### config.mk
export PLATFORM = sky130hd
export DESIGN_NAME = multichannel_stepper_tone_generator_flat
export DESIGN_NICKNAME = d
export VERILOG_FILES = /design/src/stpt_pkg.sv /design/src/stpt_if.sv /design/src/multichannel_stepper_tone_generator.sv /design/src/stpt_front.sv /design/src/stpt_queue.sv /design/src/stpt_back.sv /design/src/flat_wrapper.sv
export SDC_FILE = /design/constraint.sdc
export NUM_CORES = 1
export LEC_CHECK = 0
export BUFFER_PORTS_ARGS = -buffer_cell sky130_fd_sc_hd__buf_2
export CAP_MARGIN = 20
export CORE_MARGIN = 2
export CORE_UTILIZATION = 50
export DETAILED_ROUTE_END_ITERATION = 12
export PLACE_DENSITY = 0.66
export SLEW_MARGIN = 10
export SYNTH_ARGS = -nofsm -noshare
export SYNTH_HDL_FRONTEND = slang
export SYNTH_HIERARCHICAL = 1
export SYNTH_SLANG_ARGS = --single-unit
### constraint.sdc
create_clock -name clk -period 11.7 [get_ports clk]
set_clock_uncertainty 0.05 [all_clocks]
set_input_delay 2.34 -clock clk [delete_from_list [all_inputs] [get_ports clk]]
set_output_delay 2.34 -clock clk [all_outputs]
set_load 0.005 [all_outputs]
### src/stpt_pkg.sv
// ----------------------------------------------------------------------------
// stpt_pkg
// Types and constants shared by the stepper tone generator modules.
// ----------------------------------------------------------------------------
package stpt_pkg;

    localparam logic [2:0] OP_TICK         = 3'd0;
    localparam logic [2:0] OP_NOTE_ON      = 3'd1;
    localparam logic [2:0] OP_NOTE_OFF     = 3'd2;
    localparam logic [2:0] OP_SET_MOVEMENT = 3'd3;
    localparam logic [2:0] OP_HALT_ALL     = 3'd4;
    localparam logic [2:0] OP_RESET_ALL    = 3'd5;

    localparam int CFG_IDX_W = 2;
    localparam logic [CFG_IDX_W-1:0] REG_FULL_MAX   = 2'd0;
    localparam logic [CFG_IDX_W-1:0] REG_NARROW_MIN = 2'd1;
    localparam logic [CFG_IDX_W-1:0] REG_NARROW_MAX = 2'd2;

    localparam logic [7:0] FULL_MAX_RST   = 8'd158;
    localparam logic [7:0] NARROW_MIN_RST = 8'd79;
    localparam logic [7:0] NARROW_MAX_RST = 8'd81;
    localparam logic [7:0] LED_ALL        = 8'hFF;

    typedef enum logic [2:0] {
        K_TICK,
        K_NOTE_ON,
        K_NOTE_OFF,
        K_SET_MOVE,
        K_HALT,
        K_RESET,
        K_NOP
    } cmd_kind_t;

    typedef struct packed {
        cmd_kind_t   kind;
        logic [2:0]  channel;
        logic        ch_ok;
        logic [15:0] period;
        logic        movement_enable;
    } cmd_t;

    typedef struct packed {
        logic [7:0] full_max;
        logic [7:0] narrow_min;
        logic [7:0] narrow_max;
    } travel_cfg_t;

endpackage

### src/stpt_if.sv
// ----------------------------------------------------------------------------
// stpt request and result interfaces
// Valid/ready channels carrying command requests and output byte results.
// ----------------------------------------------------------------------------
interface stpt_req_if;
    logic        valid;
    logic        ready;
    logic [2:0]  operation;
    logic [2:0]  channel;
    logic [15:0] period_ticks;
    logic        movement_enable;

    modport source (output valid, operation, channel, period_ticks, movement_enable,
                    input ready);
    modport sink   (input valid, operation, channel, period_ticks, movement_enable,
                    output ready);
endinterface

interface stpt_res_if;
    logic       valid;
    logic       ready;
    logic [7:0] direction_bits;
    logic [7:0] step_bits;
    logic [7:0] led_bits;
    logic       shift_out;

    modport source (output valid, direction_bits, step_bits, led_bits, shift_out,
                    input ready);
    modport sink   (input valid, direction_bits, step_bits, led_bits, shift_out,
                     output ready);
endinterface

### src/multichannel_stepper_tone_generator.sv
// ----------------------------------------------------------------------------
// multichannel_stepper_tone_generator
// Drives up to CHANNELS stepper channels as square-wave tone generators.
//
// Requests arrive on the request channel (operation, channel, period_ticks,
// movement_enable) and each one produces exactly one result on the result
// channel: direction, step and LED bytes plus the shift_out flag.
// A decoder feeds a two-entry queue; the channel engine behind it runs the
// commands. A tick request walks the channels one per cycle through the
// shared counter and limit logic, and its result is emitted after the last
// channel; every other request returns a result the cycle after it leaves
// the queue. No new command starts until a tick's result has been emitted.
// The user must write the travel limits through cfg_we/cfg_index/cfg_data
// only while idle; the block itself does not enforce this. Reset clears all
// periods, counters, positions and modes, sets every LED bit and restores
// the default travel limits. A stalled result stays in the output register
// while the two-entry queue fills; a tick at its head is still swept.
module multichannel_stepper_tone_generator #(
    parameter int CHANNELS = 8
) (
    input  logic                           clk,
    input  logic                           rst_n,
    stpt_req_if.sink                       request,
    stpt_res_if.source                     result,
    input  logic                           cfg_we,
    input  logic [stpt_pkg::CFG_IDX_W-1:0] cfg_index,
    input  logic [7:0]                     cfg_data
);
    import stpt_pkg::*;

    travel_cfg_t cfg_reg;
    logic        q_full;
    logic        push;
    cmd_t        push_data;
    logic        q_valid;
    cmd_t        q_data;
    logic        pop;

    always_ff @(posedge clk or negedge rst_n)
    begin
        if (!rst_n)
        begin
            cfg_reg.full_max   <= FULL_MAX_RST;
            cfg_reg.narrow_min <= NARROW_MIN_RST;
            cfg_reg.narrow_max <= NARROW_MAX_RST;
        end
        else if (cfg_we)
        begin
            case (cfg_index)
                REG_FULL_MAX:   cfg_reg.full_max   <= cfg_data;
                REG_NARROW_MIN: cfg_reg.narrow_min <= cfg_data;
                REG_NARROW_MAX: cfg_reg.narrow_max <= cfg_data;
                default:        cfg_reg            <= cfg_reg;
            endcase
        end
    end

    stpt_front #(
        .CHANNELS (CHANNELS)
    ) u_front (
        .request   (request),
        .q_full    (q_full),
        .push      (push),
        .push_data (push_data)
    );

    stpt_queue u_queue (
        .clk       (clk),
        .rst_n     (rst_n),
        .push      (push),
        .push_data (push_data),
        .full      (q_full),
        .q_valid   (q_valid),
        .q_data    (q_data),
        .pop       (pop)
    );

    stpt_back #(
        .CHANNELS (CHANNELS)
    ) u_back (
        .clk     (clk),
        .rst_n   (rst_n),
        .cfg     (cfg_reg),
        .q_valid (q_valid),
        .q_data  (q_data),
        .pop     (pop),
        .result  (result)
    );

endmodule

### src/stpt_front.sv
// ----------------------------------------------------------------------------
// stpt_front
// Accepts requests, decodes the operation and checks the channel number.
// ----------------------------------------------------------------------------
module stpt_front #(
    parameter int CHANNELS = 8
) (
    stpt_req_if.sink      request,
    input  logic          q_full,
    output logic          push,
    output stpt_pkg::cmd_t push_data
);
    import stpt_pkg::*;

    assign request.ready = !q_full;
    assign push          = request.valid && !q_full;

    always_comb
    begin
        push_data.channel         = request.channel;
        push_data.ch_ok           = ({1'b0, request.channel} < 4'(CHANNELS));
        push_data.period          = request.period_ticks;
        push_data.movement_enable = request.movement_enable;
        case (request.operation)
            OP_TICK:         push_data.kind = K_TICK;
            OP_NOTE_ON:      push_data.kind = K_NOTE_ON;
            OP_NOTE_OFF:     push_data.kind = K_NOTE_OFF;
            OP_SET_MOVEMENT: push_data.kind = K_SET_MOVE;
            OP_HALT_ALL:     push_data.kind = K_HALT;
            OP_RESET_ALL:    push_data.kind = K_RESET;
            default:         push_data.kind = K_NOP;
        endcase
    end

endmodule

### src/stpt_queue.sv
// ----------------------------------------------------------------------------
// stpt_queue
// Two-entry command queue between the decoder and the channel engine.
// ----------------------------------------------------------------------------
module stpt_queue (
    input  logic           clk,
    input  logic           rst_n,
    input  logic           push,
    input  stpt_pkg::cmd_t push_data,
    output logic           full,
    output logic           q_valid,
    output stpt_pkg::cmd_t q_data,
    input  logic           pop
);
    import stpt_pkg::*;

    cmd_t       entry_reg [2];
    logic       wr_ptr_reg;
    logic       rd_ptr_reg;
    logic [1:0] count_reg;

    assign full    = (count_reg == 2'd2);
    assign q_valid = (count_reg != 2'd0);
    assign q_data  = entry_reg[rd_ptr_reg];

    always_ff @(posedge clk)
    begin
        if (push)
        begin
            entry_reg[wr_ptr_reg] <= push_data;
        end
    end

    always_ff @(posedge clk or negedge rst_n)
    begin
        if (!rst_n)
        begin
            wr_ptr_reg <= 1'b0;
            rd_ptr_reg <= 1'b0;
            count_reg  <= 2'd0;
        end
        else
        begin
            if (push)
            begin
                wr_ptr_reg <= !wr_ptr_reg;
            end
            if (pop)
            begin
                rd_ptr_reg <= !rd_ptr_reg;
            end
            case ({push, pop})
                2'b10:   count_reg <= count_reg + 2'd1;
                2'b01:   count_reg <= count_reg - 2'd1;
                default: count_reg <= count_reg;
            endcase
        end
    end

endmodule

### src/stpt_back.sv
// ----------------------------------------------------------------------------
// stpt_back
// Channel engine: executes commands, sweeps channels one per cycle on a
// tick, and holds the result in an output register.
// ----------------------------------------------------------------------------
module stpt_back #(
    parameter int CHANNELS = 8
) (
    input  logic                  clk,
    input  logic                  rst_n,
    input  stpt_pkg::travel_cfg_t cfg,
    input  logic                  q_valid,
    input  stpt_pkg::cmd_t        q_data,
    output logic                  pop,
    stpt_res_if.source            result
);
    import stpt_pkg::*;

    localparam int CH_W = (CHANNELS > 1) ? $clog2(CHANNELS) : 1;

    typedef enum logic [1:0] {
        S_IDLE,
        S_SWEEP,
        S_EMIT
    } state_t;

    state_t          state_reg, state_next;
    logic [CH_W-1:0] idx_reg, idx_next;
    logic            shift_reg, shift_next;

    logic [15:0] period_reg [CHANNELS];
    logic [15:0] period_next [CHANNELS];
    logic [15:0] count_reg [CHANNELS];
    logic [15:0] count_next [CHANNELS];
    logic [7:0]  pos_reg [CHANNELS];
    logic [7:0]  pos_next [CHANNELS];
    logic        narrow_reg [CHANNELS];
    logic        narrow_next [CHANNELS];

    logic [7:0] dir_reg, dir_next;
    logic [7:0] step_reg, step_next;
    logic [7:0] led_reg, led_next;

    logic       res_valid_reg, res_valid_next;
    logic [7:0] res_dir_reg, res_dir_next;
    logic [7:0] res_step_reg, res_step_next;
    logic [7:0] res_led_reg, res_led_next;
    logic       res_shift_reg, res_shift_next;

    logic            out_free;
    logic            emit;
    logic [CH_W-1:0] sel;
    logic [2:0]      bit_sel;
    logic [15:0]     cnt_inc;
    logic [7:0]      lo;
    logic [7:0]      hi;
    logic            dir_bit;

    assign out_free              = !res_valid_reg || result.ready;
    assign result.valid          = res_valid_reg;
    assign result.direction_bits = res_dir_reg;
    assign result.step_bits      = res_step_reg;
    assign result.led_bits       = res_led_reg;
    assign result.shift_out      = res_shift_reg;

    always_comb
    begin
        state_next     = state_reg;
        idx_next       = idx_reg;
        shift_next     = shift_reg;
        period_next    = period_reg;
        count_next     = count_reg;
        pos_next       = pos_reg;
        narrow_next    = narrow_reg;
        dir_next       = dir_reg;
        step_next      = step_reg;
        led_next       = led_reg;
        res_valid_next = res_valid_reg && !result.ready;
        res_dir_next   = res_dir_reg;
        res_step_next  = res_step_reg;
        res_led_next   = res_led_reg;
        res_shift_next = res_shift_reg;
        pop            = 1'b0;
        emit           = 1'b0;

        sel     = (state_reg == S_SWEEP) ? idx_reg : q_data.channel[CH_W-1:0];
        bit_sel = (state_reg == S_SWEEP) ? 3'(idx_reg) : q_data.channel;
        cnt_inc = count_reg[sel] + 16'd1;
        lo      = narrow_reg[sel] ? cfg.narrow_min : 8'd0;
        hi      = narrow_reg[sel] ? cfg.narrow_max : cfg.full_max;
        dir_bit = dir_reg[bit_sel];
        if (pos_reg[sel] >= hi)
        begin
            dir_bit = 1'b1;
        end
        else if (pos_reg[sel] <= lo)
        begin
            dir_bit = 1'b0;
        end

        case (state_reg)
            S_IDLE:
            begin
                if (q_valid)
                begin
                    if (q_data.kind == K_TICK)
                    begin
                        pop        = 1'b1;
                        idx_next   = '0;
                        shift_next = 1'b0;
                        state_next = S_SWEEP;
                    end
                    else if (out_free)
                    begin
                        pop        = 1'b1;
                        emit       = 1'b1;
                        shift_next = 1'b0;
                        case (q_data.kind)
                            K_NOTE_ON:
                            begin
                                if (q_data.ch_ok)
                                begin
                                    period_next[sel] = q_data.period;
                                    led_next[bit_sel] = 1'b0;
                                end
                                shift_next = 1'b1;
                            end
                            K_NOTE_OFF:
                            begin
                                if (q_data.ch_ok)
                                begin
                                    period_next[sel] = 16'd0;
                                    led_next[bit_sel] = 1'b1;
                                end
                                shift_next = 1'b1;
                            end
                            K_SET_MOVE:
                            begin
                                if (q_data.ch_ok)
                                begin
                                    narrow_next[sel] = !q_data.movement_enable;
                                end
                            end
                            K_HALT:
                            begin
                                for (int c = 0; c < CHANNELS; c++)
                                begin
                                    period_next[c] = 16'd0;
                                end
                                led_next   = LED_ALL;
                                shift_next = 1'b1;
                            end
                            K_RESET:
                            begin
                                for (int c = 0; c < CHANNELS; c++)
                                begin
                                    period_next[c] = 16'd0;
                                    pos_next[c]    = 8'd0;
                                    narrow_next[c] = 1'b0;
                                end
                                dir_next   = 8'd0;
                                step_next  = 8'd0;
                                led_next   = LED_ALL;
                                shift_next = 1'b1;
                            end
                            default:
                            begin
                            end
                        endcase
                    end
                end
            end
            S_SWEEP:
            begin
                if (period_reg[sel] != 16'd0)
                begin
                    if (cnt_inc >= period_reg[sel])
                    begin
                        count_next[sel]   = 16'd0;
                        dir_next[bit_sel] = dir_bit;
                        pos_next[sel]     = dir_bit ? pos_reg[sel] - 8'd1
                                                    : pos_reg[sel] + 8'd1;
                        step_next[bit_sel] = !step_reg[bit_sel];
                        shift_next        = 1'b1;
                    end
                    else
                    begin
                        count_next[sel] = cnt_inc;
                    end
                end
                if (idx_reg == CH_W'(CHANNELS - 1))
                begin
                    state_next = S_EMIT;
                end
                else
                begin
                    idx_next = idx_reg + 1'b1;
                end
            end
            S_EMIT:
            begin
                if (out_free)
                begin
                    emit       = 1'b1;
                    state_next = S_IDLE;
                end
            end
            default:
            begin
                state_next = S_IDLE;
            end
        endcase

        if (emit)
        begin
            res_valid_next = 1'b1;
            res_dir_next   = dir_next;
            res_step_next  = step_next;
            res_led_next   = led_next;
            res_shift_next = shift_next;
        end
    end

    always_ff @(posedge clk or negedge rst_n)
    begin
        if (!rst_n)
        begin
            state_reg     <= S_IDLE;
            idx_reg       <= '0;
            shift_reg     <= 1'b0;
            for (int c = 0; c < CHANNELS; c++)
            begin
                period_reg[c] <= 16'd0;
                count_reg[c]  <= 16'd0;
                pos_reg[c]    <= 8'd0;
                narrow_reg[c] <= 1'b0;
            end
            dir_reg       <= 8'd0;
            step_reg      <= 8'd0;
            led_reg       <= LED_ALL;
            res_valid_reg <= 1'b0;
            res_dir_reg   <= 8'd0;
            res_step_reg  <= 8'd0;
            res_led_reg   <= LED_ALL;
            res_shift_reg <= 1'b0;
        end
        else
        begin
            state_reg     <= state_next;
            idx_reg       <= idx_next;
            shift_reg     <= shift_next;
            period_reg    <= period_next;
            count_reg     <= count_next;
            pos_reg       <= pos_next;
            narrow_reg    <= narrow_next;
            dir_reg       <= dir_next;
            step_reg      <= step_next;
            led_reg       <= led_next;
            res_valid_reg <= res_valid_next;
            res_dir_reg   <= res_dir_next;
            res_step_reg  <= res_step_next;
            res_led_reg   <= res_led_next;
            res_shift_reg <= res_shift_next;
        end
    end

endmodule
### src/flat_wrapper.sv
// flat-port wrapper written by rule: the top's interface ports become plain ports
module multichannel_stepper_tone_generator_flat import stpt_pkg::*;
#(
    parameter int CHANNELS = 8
)
  (clk, rst_n, cfg_we, cfg_index, cfg_data, request_valid, request_operation, request_channel, request_period_ticks, request_movement_enable, request_ready, result_valid, result_direction_bits, result_step_bits, result_led_bits, result_shift_out, result_ready);
  stpt_req_if request_i ();
  stpt_res_if result_i ();
  input  logic clk;
  input  logic rst_n;
  input  logic cfg_we;
  input  logic [stpt_pkg::CFG_IDX_W-1:0] cfg_index;
  input  logic [7:0] cfg_data;
  input wire logic [$bits(request_i.valid)-1:0] request_valid;
  input wire logic [$bits(request_i.operation)-1:0] request_operation;
  input wire logic [$bits(request_i.channel)-1:0] request_channel;
  input wire logic [$bits(request_i.period_ticks)-1:0] request_period_ticks;
  input wire logic [$bits(request_i.movement_enable)-1:0] request_movement_enable;
  output wire logic [$bits(request_i.ready)-1:0] request_ready;
  output wire logic [$bits(result_i.valid)-1:0] result_valid;
  output wire logic [$bits(result_i.direction_bits)-1:0] result_direction_bits;
  output wire logic [$bits(result_i.step_bits)-1:0] result_step_bits;
  output wire logic [$bits(result_i.led_bits)-1:0] result_led_bits;
  output wire logic [$bits(result_i.shift_out)-1:0] result_shift_out;
  input wire logic [$bits(result_i.ready)-1:0] result_ready;
  assign request_i.valid = request_valid;
  assign request_i.operation = request_operation;
  assign request_i.channel = request_channel;
  assign request_i.period_ticks = request_period_ticks;
  assign request_i.movement_enable = request_movement_enable;
  assign request_ready = request_i.ready;
  assign result_valid = result_i.valid;
  assign result_direction_bits = result_i.direction_bits;
  assign result_step_bits = result_i.step_bits;
  assign result_led_bits = result_i.led_bits;
  assign result_shift_out = result_i.shift_out;
  assign result_i.ready = result_ready;
  multichannel_stepper_tone_generator #(.CHANNELS(CHANNELS)) u_core (.clk(clk), .rst_n(rst_n), .request(request_i), .result(result_i), .cfg_we(cfg_we), .cfg_index(cfg_index), .cfg_data(cfg_data));
endmodule
## Word-level counts from Yosys, hierarchy flattened

Memory sizes are Yosys's and may differ from the RTL's.
Index checks and enable logic that the tools add are counted.

| word-level totals | value |
|---|---|
| register bits | 412 |
| bits in writable memories | 46 |
| input port bits | 38 |
| output and inout port bits | 27 |
| logic and storage cells | 233 |
| memories | 1 |

| cells by class | value |
|---|---|
| add/sub/neg operators | 6 |
| order comparisons | 7 |
| equal/unequal tests | 31 |
| mux-type cells | 98 |
| bitwise operators | 8 |
| reduce and logical (&&, ||, !) cells | 33 |

Memories:

| memory | depth | bits a word | read ports | clocked after Yosys merged registers in | wr ports | line | RTL |
|---|---|---|---|---|---|---|---|
| u_core.u_queue.entry_reg | 2 | 23 | 1 | 0 | 1 | stpt_queue.sv:17 | `cmd_t entry_reg [2];` |

Operators with widths:

| operator | number |
|---|---|
| 128-bit two-way mux | 3 |
| 64-bit two-way mux | 6 |
| 128-bit one-hot mux with 3 select lines | 1 |
| 128-bit AND | 2 |
| 128-bit bitwise mux | 2 |
| 8-bit two-way mux | 25 |
| 128-bit inverter | 1 |
| 64-bit one-hot mux with 2 select lines | 1 |
| 16-bit binary-select mux with 3-bit select | 2 |
| 16-bit two-way mux | 5 |
| 64-bit bitwise mux | 1 |
| 16-bit demux with 3-bit select | 1 |
| 8-bit one-hot mux with 2 select lines | 3 |
| 8-bit binary-select mux with 3-bit select | 1 |
| 8-bit bitwise mux | 3 |
| 8-bit demux with 3-bit select | 1 |
| 8-bit one-hot mux with 3 select lines | 1 |
| 1-bit two-way mux | 23 |
| 3-bit one-hot mux with 6 select lines | 1 |
| 16-bit by 1-bit adder with 16-bit output, second input constant | 1 |
| 16-bit greater-or-equal comparator | 1 |
| 2-bit by 1-bit != test with 1-bit output, second input constant | 8 |
| 16-bit nonzero test | 1 |
| 3-bit equality test, second input constant | 5 |
| other kinds (42) | 84 |

## Depth between registers and ports, before layout

| depth | value |
|---|---|
| depth after elaboration | 15 |
| gate-level depth with buffers | 29 |
| depth with buffers taken out | 24 |

## By module

The synthesis kept the hierarchy.

By module, submodules not included:

| module | times used | cells an instance | area each (um^2) | sequential area each (um^2) |
|---|---|---|---|---|
| stpt_back | 1 | 1731 | 18988.2 | 9629.2 |
| stpt_queue | 1 | 91 | 2020.7 | 1541.5 |
| multichannel_stepper_tone_generator | 1 | 51 | 928.4 | 616.8 |
| stpt_front | 1 | 27 | 186.4 | 0.0 |

## Least setup slack after synthesis

Ideal clock, no wire load.

| path | value |
|---|---|
| path kind | register -> register |
| start | register u_core.u_queue.rd_ptr_reg |
| end | register u_core/u_back/pos_reg[14] in the netlist's numbering |
| setup time | 0.140 ns |
| arrival | 5.689 ns |
| required time | 11.510 ns |
| setup slack | 5.821 ns |
| stages on the path, launching flop included | 26 |
| path buffers | 6 |
| period minus slack after synthesis | 5.879 ns |
| path through | dfrtp_1 > buf_6 > mux2_2 > clkbuf_1 > mux2_2 > buf_2 > buf_2 > buf_1 > buf_1 > nand2_1 > a21oi_1 > or4_1 > ha_1 > nand4_1 > or2_2 > nand3_1 > nor4_1 > a311oi_4 > inv_1 > ha_1 > nand2_1 > nor3_1 > or3_1 > o31ai_2 > xor2_2 > mux2i_1 |

RTL lines:

| item | line | RTL |
|---|---|---|
| from (decl) | stpt_queue.sv:19 | `logic rd_ptr_reg;` |
| from (signal assigned) | stpt_queue.sv:50 | `rd_ptr_reg <= !rd_ptr_reg;` |
| to (signal assigned) | stpt_back.sv:254 | `pos_reg <= pos_next;` |
| to (decl) | stpt_back.sv:35 | `logic [7:0] pos_reg [CHANNELS];` |

==> run_results.csv <==
group,metric,value,unit
synthesis,netlist_instances,1900,
synthesis,synth_area_per_cell,11.6,µm²
clocking,cts_buffer_depth,3,
timing,slew_headroom,0.220,
die,dieArea,0.0459,mm²
timing,tns,0,ns
die,die_w,214,µm
cells_and_area,fill_cells,3754,
synthesis,synth_cell_types,83,
power,p_leak,10.8,nW
worst_setup_path,criticalPathCategory,"reg -> reg",
routing,avgRoutedWirePerCell,25.1,µm
clocking,clock-sinks,460,
synthesis,async_reset_ff_frac,0.896,
clocking,htreeDepth,2,
global_routing,grt_first_pass_wirelength,100000,µm
synthesis,syn_area,0.0221,mm²
worst_setup_path,path_max_fanout,38,
global_routing,grt_max_degree,152,
global_routing,antenna_found_initial,0,
routing,viasPerCell,6.40,
power,powerDensity,324,mW/mm²
synthesis,ys_seq_area_frac,0.533,
clocking,ctsHoldBuffers,0,
clocking,cts_buffers,49,
die,initial_core_util,0.504,
die,die_h,214,µm
timing,slew_violations,0,
outcome,status,"completed",
timing,setup_viol,0,
worst_hold_path,hp-start,"u_core/u_back/count_reg[57]$_DFFE_PN0P_",
synthesis,ys_seq_elements,460,
worst_setup_path,r2r_start,"u_core/u_queue/rd_ptr_reg$_DFFE_PN0P_",
place,hpwl,41200,µm
worst_setup_path,required,12.07,ns
synthesis,synth_top_area_cell,"dfrtp_1",
worst_setup_path,regToRegSetupSlack,4.23,ns
synthesis,syn_nets,1980,
timing,hold_viol,0,
worst_hold_path,min_to,"u_core/u_back/count_reg[57]$_DFFE_PN0P_",
timing,fmax,134,MHz
cells_and_area,drive_gt1_frac,0.227,
worst_setup_path,end_kind,"register",
cells_and_area,area_delta_synth_final,10.9,%
die,core_area,0.0439,mm²
synthesis,synth_top_area_share,0.433,
worst_setup_path,r2r-end,"u_core/u_back/pos_reg[28]$_DFFE_PN0P_",
timing,fin_crit,7.47,ns
worst_hold_path,holdPathStages,1,
global_routing,grt_usage,0.280,
clocking,clkLatencyLatePin,0.60,ns
synthesis,netlist_top_cells_area,"dfrtp_1 43%, mux2_2 7.2%, edfxtp_1 6.5%, a22o_1 5.9%, dfstp_2 3.4%",
clocking,cts_tree,"built",
run,maxCapViolCount,0,
global_routing,grt_overflow,0,
clocking,clk_pin_slew,0.06,ns
worst_hold_path,hold_path.class,"reg -> reg",
global_routing,grt_pass1_vias,16400,
clocking,cts_setup_buffers,0,
power,peakVddDrop,0.000186,V
routing,drt_iter0_markers,1690,
die,core.rowCount,77,
clocking,cts-root-buf,"clkbuf_16",
clocking,cts-resized-gates,0,
routing,first_pass_iters,5,
worst_setup_path,r2r_cells,22,
routing,drc,0,
die,io-pin-count,65,
worst_setup_path,crit_arrival,7.83,ns
timing,post-route-period-util,0.638,
cells_and_area,utilization,0.559,
worst_setup_path,crit_path_start_kind,"register",
cells_and_area,n_antenna_cell,0,
timing,rsz0062_at_grt,"no",
timing,worst_pin_slew,1.17,ns
synthesis,synthFlopType,"dfrtp_1",
routing,ant_nets,0,
cells_and_area,fin_nets,1993,
place,io_buffers,64,
place,gp_congestion,0.923,
synthesis,ys_warn_count,6,
routing,num_vias,16300,
synthesis,synth_edf_count,48,
routing,drt-total-wl,63800,µm
==> power by group <==
part | switching, mW | leakage [nW] | total [mW] | internal, mW
Combinational | 2.51 | 4.11 | 3.97 | 1.45
Clock | 0.640 | 0.803 | 1.55 | 0.908
Sequential | 0.310 | 5.85 | 2.44 | 2.13
==> stage by stage <==
step                      instance area (µm²)  setup slack, ns  hold slack (ns)  power [mW]  instances
after floorplan                         22100             5.82            0.397        5.09       1900
after global placement                  22800             4.40            0.414        6.22       2445
after detailed placement                22900             4.34            0.424        6.30       2448
after CTS                               24500             4.33            0.440        7.87       2539
after global routing                    24500             3.74            0.454        8.40       2545
final                                   24500             4.23            0.438        7.96       2545
==> placed cells by master (no fill, tap or decap), drive strengths merged, types with 32 or more instances in the layout <==
master   netlist  routed
edfxtp        48      48
clkbuf        70      77
o21ai         32      32
dfrtp        383     383
a22o         148     148
o2bb2ai       32      32
buf           91     123
mux2i         63      63
a21oi         56      56
ha            42      42
mux2         191     191
o22ai         54      54
nor2         126     126
nand2        189     189
==> synthesized netlist by cell type, drive strengths merged, types with 13 or more instances <==
master and count:
nor3 15, o2bb2ai 32, nand3 25, xnor2 13, mux2 191, dfrtp 383, nand2 189, o21ai 32
o22ai 54, clkbuf 70, a31oi 15, edfxtp 48, a22o 148, a21oi 56, and2 19, mux2i 63
a22oi 30, ha 42, inv 28, buf 91, dfstp 29, and3 13, o221ai 18, nor2 126
==> area by class of cell <==
cell class,count,area [µm²],share of cell area
multi-input combinational,1251,9470,0.386
timing repair buffer,123,823,0.0336
tap,592,741,0.0302
clock inverter,14,100,0.00408
sequential,460,11800,0.480
inverter,28,105,0.00428
clock buffer,77,1510,0.0617
==> worst max-delay path by stage <==
stage / start / to / slack, ns / depth (start not counted)
after detailed placement: u_core/u_queue/rd_ptr_reg$_DFFE_PN0P_ / u_core/u_back/pos_reg[28]$_DFFE_PN0P_ / 4.34 / 22
final: u_core/u_queue/rd_ptr_reg$_DFFE_PN0P_ / u_core/u_back/pos_reg[28]$_DFFE_PN0P_ / 4.23 / 22
after global routing: u_core/u_queue/rd_ptr_reg$_DFFE_PN0P_ / u_core/u_back/pos_reg[28]$_DFFE_PN0P_ / 3.74 / 22
after global placement: u_core/u_queue/rd_ptr_reg$_DFFE_PN0P_ / u_core/u_back/result.step_bits[3]$_DFFE_PN0P_ / 4.40 / 21
after CTS: u_core/u_queue/rd_ptr_reg$_DFFE_PN0P_ / u_core/u_back/pos_reg[28]$_DFFE_PN0P_ / 4.33 / 22
after floorplan: u_core/u_queue/rd_ptr_reg$_DFFE_PN0P_ / u_core/u_back/pos_reg[14]$_DFFE_PN0P_ / 5.82 / 25
==> routing by layer <==
metal	track usage	up-vias	wire, µm
met5	0	-	0
met3	0.0809	165	6200
met4	0.103	0	2410
met1	0.380	8266	26500
met2	0.429	786	28700
li1	-	7064	-
==> critical path, stage by stage, from the launching register on <==
cell and delay (ns):
dfrtp_1 0.56, buf_4 0.38, mux2_2 0.51, mux2i_4 0.45
buf_4 0.50, nand2_1 0.35, o22ai_1 0.27, nor2_1 0.16
nand2_1 0.31, mux2i_1 0.28, ha_1 0.27, a21oi_1 0.12
o21ai_0 0.12, nand4_1 0.11, a31oi_1 0.14, a311oi_4 0.57
inv_1 0.27, ha_1 0.40, nand2_1 0.13, nor3_1 0.06
or3_1 0.41, xnor2_1 0.67, mux2i_1 0.18
==> logic make-up (layout without fill, tap and decap cells) <==
group,Yosys count,in the layout,synth area share
AO/OA/AOI/OAI,474,474,0.164
XOR/XNOR,25,25,0.0102
adder cells (fa/ha/maj),42,42,0.0238
buffers and inverters,189,242,0.0420
flip-flops,460,460,0.533
multiplexers,254,254,0.130
other,1,1,0.000170
AND/OR/NAND/NOR,455,455,0.0973
(Power assumes the default switching activity.)
